## src/rtl/core/tdpc_pkg.sv

```systemverilog
// ----------------------------------------------------------------------------
// tdpc_pkg
// Shared widths and limits of the trial division prime counter.
// ----------------------------------------------------------------------------
`default_nettype none

package tdpc_pkg;

    // Width of the candidate field as it arrives on the input channel.
    localparam int CAND_WIDTH = 32;

    // Default width of the tested part of the candidate.
    localparam int DEFAULT_VALUE_WIDTH = 32;

    // Running prime count and its saturation value.
    localparam int COUNT_WIDTH = 32;
    localparam logic [COUNT_WIDTH-1:0] COUNT_MAX = '1;

    // Packed stream widths; the tdata widths are padded to whole bytes.
    localparam int S_TDATA_WIDTH = ((CAND_WIDTH + 7) / 8) * 8;
    localparam int S_TUSER_WIDTH = 1;
    localparam int M_TDATA_WIDTH = ((1 + COUNT_WIDTH + 7) / 8) * 8;

endpackage : tdpc_pkg

`default_nettype wire

```

## src/rtl/core/trial_division_prime_counter_core.sv

```systemverilog
// ----------------------------------------------------------------------------
// trial_division_prime_counter_core
// Tests candidates for primality by trial division with a bit-serial
// remainder unit and reports a saturating running count of primes.
// ----------------------------------------------------------------------------
// Usage
// The slave channel takes one candidate per transfer: tdata carries the
// candidate, tuser carries the clear flag, which zeroes the running count
// before this candidate is counted. The master channel returns one result
// per candidate: tdata bit 0 is the prime flag and the bits above it the
// running count including this candidate, which saturates at its maximum.
// Candidates below two and even candidates other than two are settled
// without trial division: the unit goes straight to its finish step,
// which loads the result into the output register once that is free.
// An odd candidate is divided by 3, 5, 7 and so on while the divisor
// squared does not exceed it. Each divisor takes one bound check, a
// division step for each of the W tested candidate bits, W being
// VALUE_WIDTH capped at the 32-bit candidate, in which the remainder unit
// shifts in that bit and conditionally subtracts, and one evaluation step.
// One candidate is worked on at a time; tready is high while the unit is
// idle. A finished result waits in the output register, so the next
// candidate may be taken while the receiver stalls; only the following
// completion waits for it. Reset clears the running count and empties the
// output.
// ----------------------------------------------------------------------------
`default_nettype none

module trial_division_prime_counter_core #(
    parameter int VALUE_WIDTH = tdpc_pkg::DEFAULT_VALUE_WIDTH
) (
    input  wire logic                               i_clk,
    input  wire logic                               i_rst_n,
    // Input stream.
    input  wire logic                               s_axis_tvalid,
    output logic                                    s_axis_tready,
    // Fields from bit 0 up: candidate[31:0].
    input  wire logic [tdpc_pkg::S_TDATA_WIDTH-1:0] s_axis_tdata,
    // Fields from bit 0 up: clear_count.
    input  wire logic [tdpc_pkg::S_TUSER_WIDTH-1:0] s_axis_tuser,
    // Result stream.
    output logic                                    m_axis_tvalid,
    input  wire logic                               m_axis_tready,
    // Fields from bit 0 up: is_prime, prime_count[31:0], zero padding.
    output logic [tdpc_pkg::M_TDATA_WIDTH-1:0]      m_axis_tdata
);

    import tdpc_pkg::*;

    // Tested width: only the candidate bits below both limits take part.
    localparam int CW = (VALUE_WIDTH < CAND_WIDTH) ? VALUE_WIDTH : CAND_WIDTH;
    // The last divisor tried stays below sqrt(2^CW) + 2, and the remainder
    // is always below the divisor.
    localparam int DW = (CW + 1) / 2 + 2;
    // Divisor squared overshoots the candidate by at most 4 * sqrt + 4.
    localparam int SW = CW + 2;
    // Bit counter of the remainder unit; it must hold CW itself.
    localparam int BW = $clog2(CW + 1);
    localparam int PADW = M_TDATA_WIDTH - 1 - COUNT_WIDTH;

    typedef enum logic [2:0] {
        ST_IDLE,
        ST_CHECK,
        ST_DIV,
        ST_EVAL,
        ST_FINISH
    } t_state;

    // Control state.
    t_state                 r_state, n_state;
    logic                   r_m_valid, n_m_valid;
    logic [COUNT_WIDTH-1:0] r_count, n_count;

    // Payload registers.
    logic [CW-1:0]          r_cand, n_cand;
    logic [CW-1:0]          r_shift, n_shift;
    logic [DW-1:0]          r_div, n_div;
    logic [DW-1:0]          r_rem, n_rem;
    logic [SW-1:0]          r_sq, n_sq;
    logic [BW-1:0]          r_bits, n_bits;
    logic                   r_prime, n_prime;
    logic                   r_clr, n_clr;
    logic [COUNT_WIDTH-1:0] r_out_count, n_out_count;
    logic                   r_out_prime, n_out_prime;

    // Datapath of the remainder unit and the bound check.
    logic [CW-1:0]          w_in_cand;
    logic [DW:0]            w_trial;
    logic [DW:0]            w_diff;
    logic                   w_fits;
    logic                   w_past_bound;
    logic [SW-1:0]          w_sq_step;
    logic [COUNT_WIDTH-1:0] w_base_count;
    logic                   w_out_free;

    assign w_in_cand    = s_axis_tdata[CW-1:0];
    assign w_trial      = {r_rem, r_shift[CW-1]};
    assign w_diff       = w_trial - {1'b0, r_div};
    assign w_fits       = w_trial >= {1'b0, r_div};
    assign w_past_bound = r_sq > {{(SW-CW){1'b0}}, r_cand};
    // (d + 2)^2 = d^2 + 4d + 4.
    assign w_sq_step    = {{(SW-DW-2){1'b0}}, r_div, 2'b00} + SW'(4);
    assign w_base_count = r_clr ? '0 : r_count;
    assign w_out_free   = !r_m_valid || m_axis_tready;

    always_comb begin
        n_state     = r_state;
        n_m_valid   = r_m_valid;
        n_count     = r_count;
        n_cand      = r_cand;
        n_shift     = r_shift;
        n_div       = r_div;
        n_rem       = r_rem;
        n_sq        = r_sq;
        n_bits      = r_bits;
        n_prime     = r_prime;
        n_clr       = r_clr;
        n_out_count = r_out_count;
        n_out_prime = r_out_prime;

        if (r_m_valid && m_axis_tready) begin
            n_m_valid = 1'b0;
        end

        unique case (r_state)
            ST_IDLE: begin
                if (s_axis_tvalid) begin
                    n_cand = w_in_cand;
                    n_clr  = s_axis_tuser[0];
                    n_div  = DW'(3);
                    n_sq   = SW'(9);
                    priority if (w_in_cand < CW'(2)) begin
                        n_prime = 1'b0;
                        n_state = ST_FINISH;
                    end else if (w_in_cand == CW'(2)) begin
                        n_prime = 1'b1;
                        n_state = ST_FINISH;
                    end else if (!w_in_cand[0]) begin
                        n_prime = 1'b0;
                        n_state = ST_FINISH;
                    end else begin
                        n_state = ST_CHECK;
                    end
                end
            end
            ST_CHECK: begin
                if (w_past_bound) begin
                    // No divisor up to the square root: prime.
                    n_prime = 1'b1;
                    n_state = ST_FINISH;
                end else begin
                    n_rem   = '0;
                    n_shift = r_cand;
                    n_bits  = BW'(CW);
                    n_state = ST_DIV;
                end
            end
            ST_DIV: begin
                n_rem   = w_fits ? w_diff[DW-1:0] : w_trial[DW-1:0];
                n_shift = {r_shift[CW-2:0], 1'b0};
                n_bits  = r_bits - BW'(1);
                if (r_bits == BW'(1)) begin
                    n_state = ST_EVAL;
                end
            end
            ST_EVAL: begin
                if (r_rem == '0) begin
                    n_prime = 1'b0;
                    n_state = ST_FINISH;
                end else begin
                    n_div   = r_div + DW'(2);
                    n_sq    = r_sq + w_sq_step;
                    n_state = ST_CHECK;
                end
            end
            ST_FINISH: begin
                if (w_out_free) begin
                    n_count = w_base_count;
                    if (r_prime && (w_base_count != COUNT_MAX)) begin
                        n_count = w_base_count + COUNT_WIDTH'(1);
                    end
                    n_out_count = n_count;
                    n_out_prime = r_prime;
                    n_m_valid   = 1'b1;
                    n_state     = ST_IDLE;
                end
            end
            default: begin
                n_state = ST_IDLE;
            end
        endcase
    end

    always_ff @(posedge i_clk) begin
        if (!i_rst_n) begin
            r_state   <= ST_IDLE;
            r_m_valid <= 1'b0;
            r_count   <= '0;
        end else begin
            r_state   <= n_state;
            r_m_valid <= n_m_valid;
            r_count   <= n_count;
        end
        r_cand      <= n_cand;
        r_shift     <= n_shift;
        r_div       <= n_div;
        r_rem       <= n_rem;
        r_sq        <= n_sq;
        r_bits      <= n_bits;
        r_prime     <= n_prime;
        r_clr       <= n_clr;
        r_out_count <= n_out_count;
        r_out_prime <= n_out_prime;
    end

    assign s_axis_tready = (r_state == ST_IDLE);
    assign m_axis_tvalid = r_m_valid;
    assign m_axis_tdata  = {{PADW{1'b0}}, r_out_count, r_out_prime};

    // The remainder unit keeps its partial remainder below the divisor.
    a_rem_below_div: assert property (@(posedge i_clk) disable iff (!i_rst_n)
        (r_state == ST_DIV) |-> (r_rem < r_div))
        else $error("partial remainder not below divisor");

    // Only odd divisors are ever tried.
    a_div_odd: assert property (@(posedge i_clk) disable iff (!i_rst_n)
        ((r_state == ST_CHECK) || (r_state == ST_DIV) || (r_state == ST_EVAL))
        |-> r_div[0])
        else $error("even trial divisor");

    // An input transfer starts work, so the unit is busy in the next cycle.
    a_busy_after_accept: assert property (@(posedge i_clk) disable iff (!i_rst_n)
        (s_axis_tvalid && s_axis_tready) |=> !s_axis_tready)
        else $error("input taken while a candidate is in progress");

    // A prime result always carries a non-zero count.
    a_prime_counted: assert property (@(posedge i_clk) disable iff (!i_rst_n)
        (r_m_valid && r_out_prime) |-> (r_out_count != '0))
        else $error("prime reported with zero count");

endmodule : trial_division_prime_counter_core

`default_nettype wire

```

## config.mk

```make
export PLATFORM = sky130hd
export DESIGN_NAME = trial_division_prime_counter_core
export DESIGN_NICKNAME = d
export VERILOG_FILES = /design/src/rtl/core/tdpc_pkg.sv /design/src/rtl/core/trial_division_prime_counter_core.sv
export SDC_FILE = /design/constraint.sdc
export NUM_CORES = 1
export LEC_CHECK = 0
export ABC_AREA = 1
export BUFFER_PORTS_ARGS = -buffer_cell sky130_fd_sc_hd__buf_4
export CAP_MARGIN = 20
export CELL_PAD_IN_SITES_DETAIL_PLACEMENT = 1
export CELL_PAD_IN_SITES_GLOBAL_PLACEMENT = 2
export CORE_ASPECT_RATIO = 0.9
export CORE_MARGIN = 4
export CORE_UTILIZATION = 37
export DETAILED_ROUTE_END_ITERATION = 12
export GPL_ROUTABILITY_DRIVEN = 0
export PLACE_DENSITY_LB_ADDON = 0.1
export SYNTH_ARGS = -nofsm -noshare
export SYNTH_HDL_FRONTEND = slang
export SYNTH_SLANG_ARGS = --single-unit
```

## constraint.sdc

```tcl
create_clock -name i_clk -period 3.3 [get_ports i_clk]
set_input_delay 0.825 -clock i_clk [delete_from_list [all_inputs] [get_ports i_clk]]
set_output_delay 0.825 -clock i_clk [all_outputs]
set_load 0.05 [all_outputs]
```

==> flow_metrics.tcl, run 1 <==
set metrics [dict create \
    grtUsageMet1_pct 32.4 \
    crit_fanout 6 \
    finalCritPeriodShare_pct 89.4 \
    placed_cell_area_um2 14200 \
    cp-startpoint "r_div[3]" \
    crit_arrival_ns 3.26 \
    setup_tns_ns 0 \
    rows 65 \
    root_buffer "clkbuf_16" \
    slew_headroom_pct 42.4 \
    maxCapViolations 0 \
    cpPeakStageDelay_ns 0.49 \
    tightest_slew_ns 0.865 \
    avgSynthCellArea_um2 7.98 \
    io_pins 79 \
    drt_iter0_markers 553 \
    ys_seq_area_share_pct 44.6 \
    clk_pin_slew_worst_paths_ns 0.06 \
    grt_pass1_wl_um 64300 \
    drc_errors 0 \
    drive_gt1_share_pct 9.98 \
    finalNonFillerCells 2212 \
    first_pass_iters 5 \
    dieArea_um2 38600 \
    min-delay-path-class "input pin to register" \
    setup_viol 0 \
    crit_slowest_cell "edfxtp_1" \
    ys_types 48 \
    r2r-start "r_div[3]" \
    ir_drop_uv 349 \
    grt_pass1_vias 11379 \
    rsz0062_at_grt "false" \
    post-place-cells 2165 \
    final_area_um2 15000 \
    synthArstFlopShare_pct 0 \
    final_util_pct 42.7 \
    crit_type "register to register" \
    power.density_nw_per_um2 598 \
    antenna_found_initial 1 \
    post_cts_buffers 0 \
    rr_endpoint "r_sq[32]" \
    critPathRequiredTime_ns 3.61 \
    status "complete, no violations" \
    place.port_buffers 71 \
    ctsHoldBuffers 0 \
    syn_to_final_growth_pct 14.1 \
    fin_skew_ns 0.0209 \
    ant_nets 0 \
    cp-start-kind "register" \
    mostFrequentLayoutCell "nand2_1" \
    cts_resized 0 \
    ys_ff_latch 207 \
    crit_top_cell "nand3_1" \
    crit_family "adder cells" \
    cts_buffers 26 \
    core_area_um2 35100 \
    whs_ns 0.455 \
    cts_tree "done" \
    most-common-layout-cells "405 x nand2_1, 223 x inv_1, 185 x nor2_1, 171 x edfxtp_1, 128 x a21oi_1" \
    worstRegToRegCells 11 \
    viasPerCell 5.00 \
    grt_max_degree 78 \
    die_h_um 187 \
    nets 1848 \
    start_util_pct 37.4 \
    clock_path_buffers 3 \
    post-route-min-period_ns 2.95 \
    drt_wl_total_um 40300 \
    met3_usage_pct 3.11 \
    crit_cells 11 \
    cp-end-kind "register" \
    ys.flop_type "edfxtp_1" \
    vias 11065 \
    grtUsageTotal_pct 21.0 \
    path_cells "ha_1 -> ha_1 -> nand2_1 -> o21ai_1 -> inv_1 -> o21ai_1 -> nand3_1 -> nand3_1 -> nand3_1 -> nand2_1 -> nor2_1" \
    finalHoldViolCount 0 \
    busiest_layer "met1" \
    clock-sinks 207 \
    finalMaxSlewViolations 0 \
    netlist_instances 1645 \
    grt.met2_usage_pct 31.6 \
    r2r_slack_ns 0.35 \
    synth_area_um2 13100 \
    wl_per_cell_um 18.2 \
    cts.htree.levels 1 \
    crit_end "r_sq[32]" \
    ys_warn_count 0 \
    timing.fmax_mhz 339 \
    clk_latency_ns 0.56 \
    synth_edf_count 171 \
    dp_hpwl_um 30800 \
    overflow 0 \
    path_buf_inv 1 \
    p_leak_nw 6.52 \
    die_w_um 207 \
    diodes 0 \
]
sequential cells by signal (all words and copies together), names as in the netlist, 3 cells and up:
signal / flops
r_state: 3
r_shift: 32
r_bits: 6
r_count: 32
r_sq: 31
r_rem: 18
r_div: 17
r_cand: 32
r_out_count: 32
cell type report:
cell class,count,area [µm²]
repair buffers,88,686
clock buffers,35,684
clock inverters,12,90.1
inverters,229,860
flip-flops and latches,207,5860
multi-input cells,1172,6220
fillers,4203,20100
well taps,469,587
cells in the mapped netlist, types with 22 or more instances:
| cell type | count | area share [%] |
|---|---|---|
| o21ai_0 | 90 | 3.4 |
| inv_1 | 224 | 6.4 |
| nor2_1 | 187 | 5.3 |
| ha_1 | 85 | 8.1 |
| nand2_1 | 406 | 12 |
| nand4_1 | 30 | 1.4 |
| clkbuf_1 | 23 | 0.66 |
| nand3_1 | 80 | 3.1 |
| nor3_1 | 28 | 1.1 |
| edfxtp_1 | 171 | 39 |
| dfxtp_1 | 36 | 5.5 |
| xor2_1 | 22 | 1.5 |
| a21oi_1 | 128 | 4.9 |
power breakdown:
part	total, mW	internal [mW]	leakage (nW)	switching (mW)
Combinational	2.76	0.834	4.22	1.93
Clock	2.67	1.52	0.371	1.15
Sequential	3.52	3.26	1.93	0.267
Total	8.96	5.62	6.52	3.34
stage by stage:
step,power [mW],worst slack [ns]
floorplan,5.43,0.302
global placement,6.30,0.415
detailed placement,6.35,0.335
CTS,9.09,0.356
global route,9.60,0.120
finish,8.96,0.351
how the worst min path moves through the flow:
stage / cells after the start / start / endpoint
after detailed placement: 2 / r_shift[12] / r_shift[13]
after floorplan: 0 / r_prime / r_out_prime
final: 1 / s_axis_tdata[31] / r_cand[31]
after CTS: 1 / s_axis_tdata[28] / r_cand[28]
after global placement: 2 / r_shift[15] / r_shift[16]
after global routing: 1 / s_axis_tdata[28] / r_cand[28]
metal layers:
layer / vias up / part of all wire [%]
met5: - / 0.032
met4: 2 / 1.4
met3: 37 / 3.6
met2: 135 / 43
met1: 5306 / 52
li1: 5585 / -
logic make-up (layout without fill, tap and decap cells):
logic type | Yosys count | after routing | share of synthesized area [%]
and+or+nand+nor | 785 | 785 | 25.9
buffers and inverters | 272 | 364 | 8.40
DFF | 207 | 207 | 44.6
other | 1 | 7 | 0.0286
AOI/OAI and AO/OA | 262 | 262 | 10.6
adders and majority gates | 87 | 87 | 8.41
xor gates and xnor gates | 31 | 31 | 2.07
Power figures use the tool's default switching activity.
==> inputs of run 2 (changes only) <==
--- a/config.mk
+++ b/config.mk
@@ -12,7 +12,7 @@
 export CELL_PAD_IN_SITES_GLOBAL_PLACEMENT = 2
 export CORE_ASPECT_RATIO = 0.9
 export CORE_MARGIN = 4
-export CORE_UTILIZATION = 37
+export CORE_UTILIZATION = 34
 export DETAILED_ROUTE_END_ITERATION = 12
 export GPL_ROUTABILITY_DRIVEN = 0
 export PLACE_DENSITY_LB_ADDON = 0.1
==> constraint.sdc (replaced) <==
create_clock -name i_clk -period 2.5 [get_ports i_clk]
set_input_delay 0.625 -clock i_clk [delete_from_list [all_inputs] [get_ports i_clk]]
set_output_delay 0.625 -clock i_clk [all_outputs]
set_load 0.05 [all_outputs]
==> flow_metrics.tcl, run 2 (synthesis results as in run 1) <==
set metrics [dict create \
    status "complete, no violations" \
    clkPwrFrac_pct 30.6 \
    post-place-ws_ns -0.134 \
    syn_to_final_growth_pct 28.5 \
    rsz0062_at_grt "true" \
    p_leak_nw 7.36 \
    placed_cell_area_um2 15000 \
    slew_headroom_pct 44.6 \
    cts_buffers 27 \
    path_cells "ha_1 -> ha_4 -> buf_4 -> nand3_1 -> nand2_2 -> nand3_1 -> nand2_1 -> nand4_1 -> nand3_4 -> buf_4 -> a21oi_1 -> nor2_1" \
    crit_slowest_cell "edfxtp_1" \
    first_pass_iters 5 \
    met2_wirelength_um 18400 \
    die_w_um 215 \
    antenna_found_initial 1 \
    fin_skew_ns 0.0103 \
    fin_ws_ns 0.0847 \
    fillers 4509 \
    viasPerCell 4.95 \
    clk_pin_slew_worst_paths_ns 0.06 \
    whs_ns 0.257 \
    grt_pass1_wl_um 66000 \
    grtUsageTotal_pct 19.7 \
    cp-start-kind "register" \
    nets 1968 \
    cp-end-kind "register" \
    drt_iter0_markers 633 \
    drive_gt1_share_pct 22.4 \
    grt_max_degree 49 \
    critPathRequiredTime_ns 2.80 \
    mostFrequentLayoutCell "nand2_1" \
    place.port_buffers 71 \
    ir_drop_uv 473 \
    die_h_um 194 \
    rows 68 \
    r2r_slack_ns 0.08 \
    crit_arrival_ns 2.72 \
    wl_met1_um 22800 \
    root_buffer "clkbuf_16" \
    power.density_nw_per_um2 804 \
    p_seq_share_pct 33.7 \
    finalMaxSlewViolations 0 \
    core_area_um2 38200 \
    ctsHoldBuffers 0 \
    clk_latency_ns 0.55 \
    crit_type "register to register" \
    finalCritPeriodShare_pct 96.6 \
    vias 11648 \
    clock_path_buffers 3 \
    setup_viol 0 \
    timing.fmax_mhz 414 \
    tightest_slew_ns 0.822 \
    min-delay-path-class "input pin to register" \
    cts_tree "done" \
    combPwrFrac_pct 35.6 \
    path_buf_inv 2 \
    maxCapViolations 0 \
    io_pins 79 \
    drt_wl_total_um 43500 \
    overflow 0 \
    finalHoldViolCount 0 \
    final_area_um2 16900 \
    most-common-layout-cells "393 x nand2_1, 218 x inv_1, 189 x buf_4, 171 x edfxtp_1, 163 x nor2_1" \
    diodes 0 \
    wl_per_cell_um 18.5 \
    power_switching_mw 4.89 \
    highest_layer "met4" \
    dieArea_um2 41800 \
    swShare_pct 36.0 \
    clock-sinks 207 \
    cpPeakStageDelay_ns 0.48 \
    drc_errors 0 \
    cts.htree.levels 1 \
    start_util_pct 34.4 \
    route.met3.wl_um 1440 \
    ant_nets 0 \
    crit_family "simple AND/OR/NAND/NOR gates" \
    post-route-min-period_ns 2.42 \
    crit_fanout 6 \
    grt_pass1_vias 11811 \
    p_int_mw 8.68 \
    dp_hpwl_um 32300 \
]
-- run 2: cell count changes in the layout (fill, tap and decap cells not counted), moves of 17 or more --
cell,change
buf_4,+103
ha_1,-22
nor2_1,-22
a21oi_1,-19
a21oi_2,+18
ha_4,+18
nor2_2,+17
-- run 2: worst register-to-register path, stage by stage (launching register included) --
cell and delay [ns]:
edfxtp_1 0.48, ha_1 0.38, ha_4 0.27, buf_4 0.13
nand3_1 0.08, nand2_2 0.09, nand3_1 0.09, nand2_1 0.08
nand4_1 0.13, nand3_4 0.13, buf_4 0.15, a21oi_1 0.11
nor2_1 0.05
-- run 2: path summary, 6_finish.rpt --
check / from / endpoint / cells past startpoint
max reg2reg: r_div[3] / r_sq[29] / 12
min: s_axis_tuser / r_clr / 1
min reg2reg: r_shift[2] / r_shift[3] / 2
max: r_div[3] / r_sq[29] / 12
-- run 2: per-stage QoR --
stage / utilization (%) / total power, mW / TNS, ns / cells
2_1_floorplan: - / 7.16 / 0 / 1651
3_3_place_gp: 39.4 / 8.77 / -0.0390 / 2282
3_5_place_dp: 39.4 / 8.84 / -0.524 / 2282
4_1_cts: 41.9 / 13.1 / -0.0129 / 2332
5_1_grt: 44.2 / 14.4 / -1.28 / 2354
6_report: 44.2 / 13.6 / 0 / 2354
-- run 2: layout make-up --
class | instances | area [µm²] | area share, %
clock buffers | 34 | 762 | 4.52
well taps | 490 | 613 | 3.63
multi-input cells | 1172 | 6820 | 40.4
repair buffers | 207 | 1770 | 10.5
clock inverters | 15 | 183 | 1.08
flip-flops and latches | 207 | 5860 | 34.7
inverters | 229 | 862 | 5.11
-- run 2: power groups by stage --
stage	Clock (mW)	Sequential [mW]	Combinational, mW
after floorplan	0	4.78	2.38
after global placement	0	4.64	4.13
after detailed placement	0	4.65	4.19
after CTS	4.28	4.58	4.25
after global routing	4.43	4.62	5.37
final	4.16	4.58	4.83
-- run 2: timing repair --
item,CTS,global route
resized for setup,10,127
cloned,0,7
pin swaps,0,20
setup endpoints to repair,68,160
buffers inserted,1,15
-- run 2: per-layer routing --
layer	up-vias	GRT usage, %
met2	172	30.1
met4	0	3.51
li1	5836	-
met5	-	0
met3	44	2.63
met1	5596	30.2
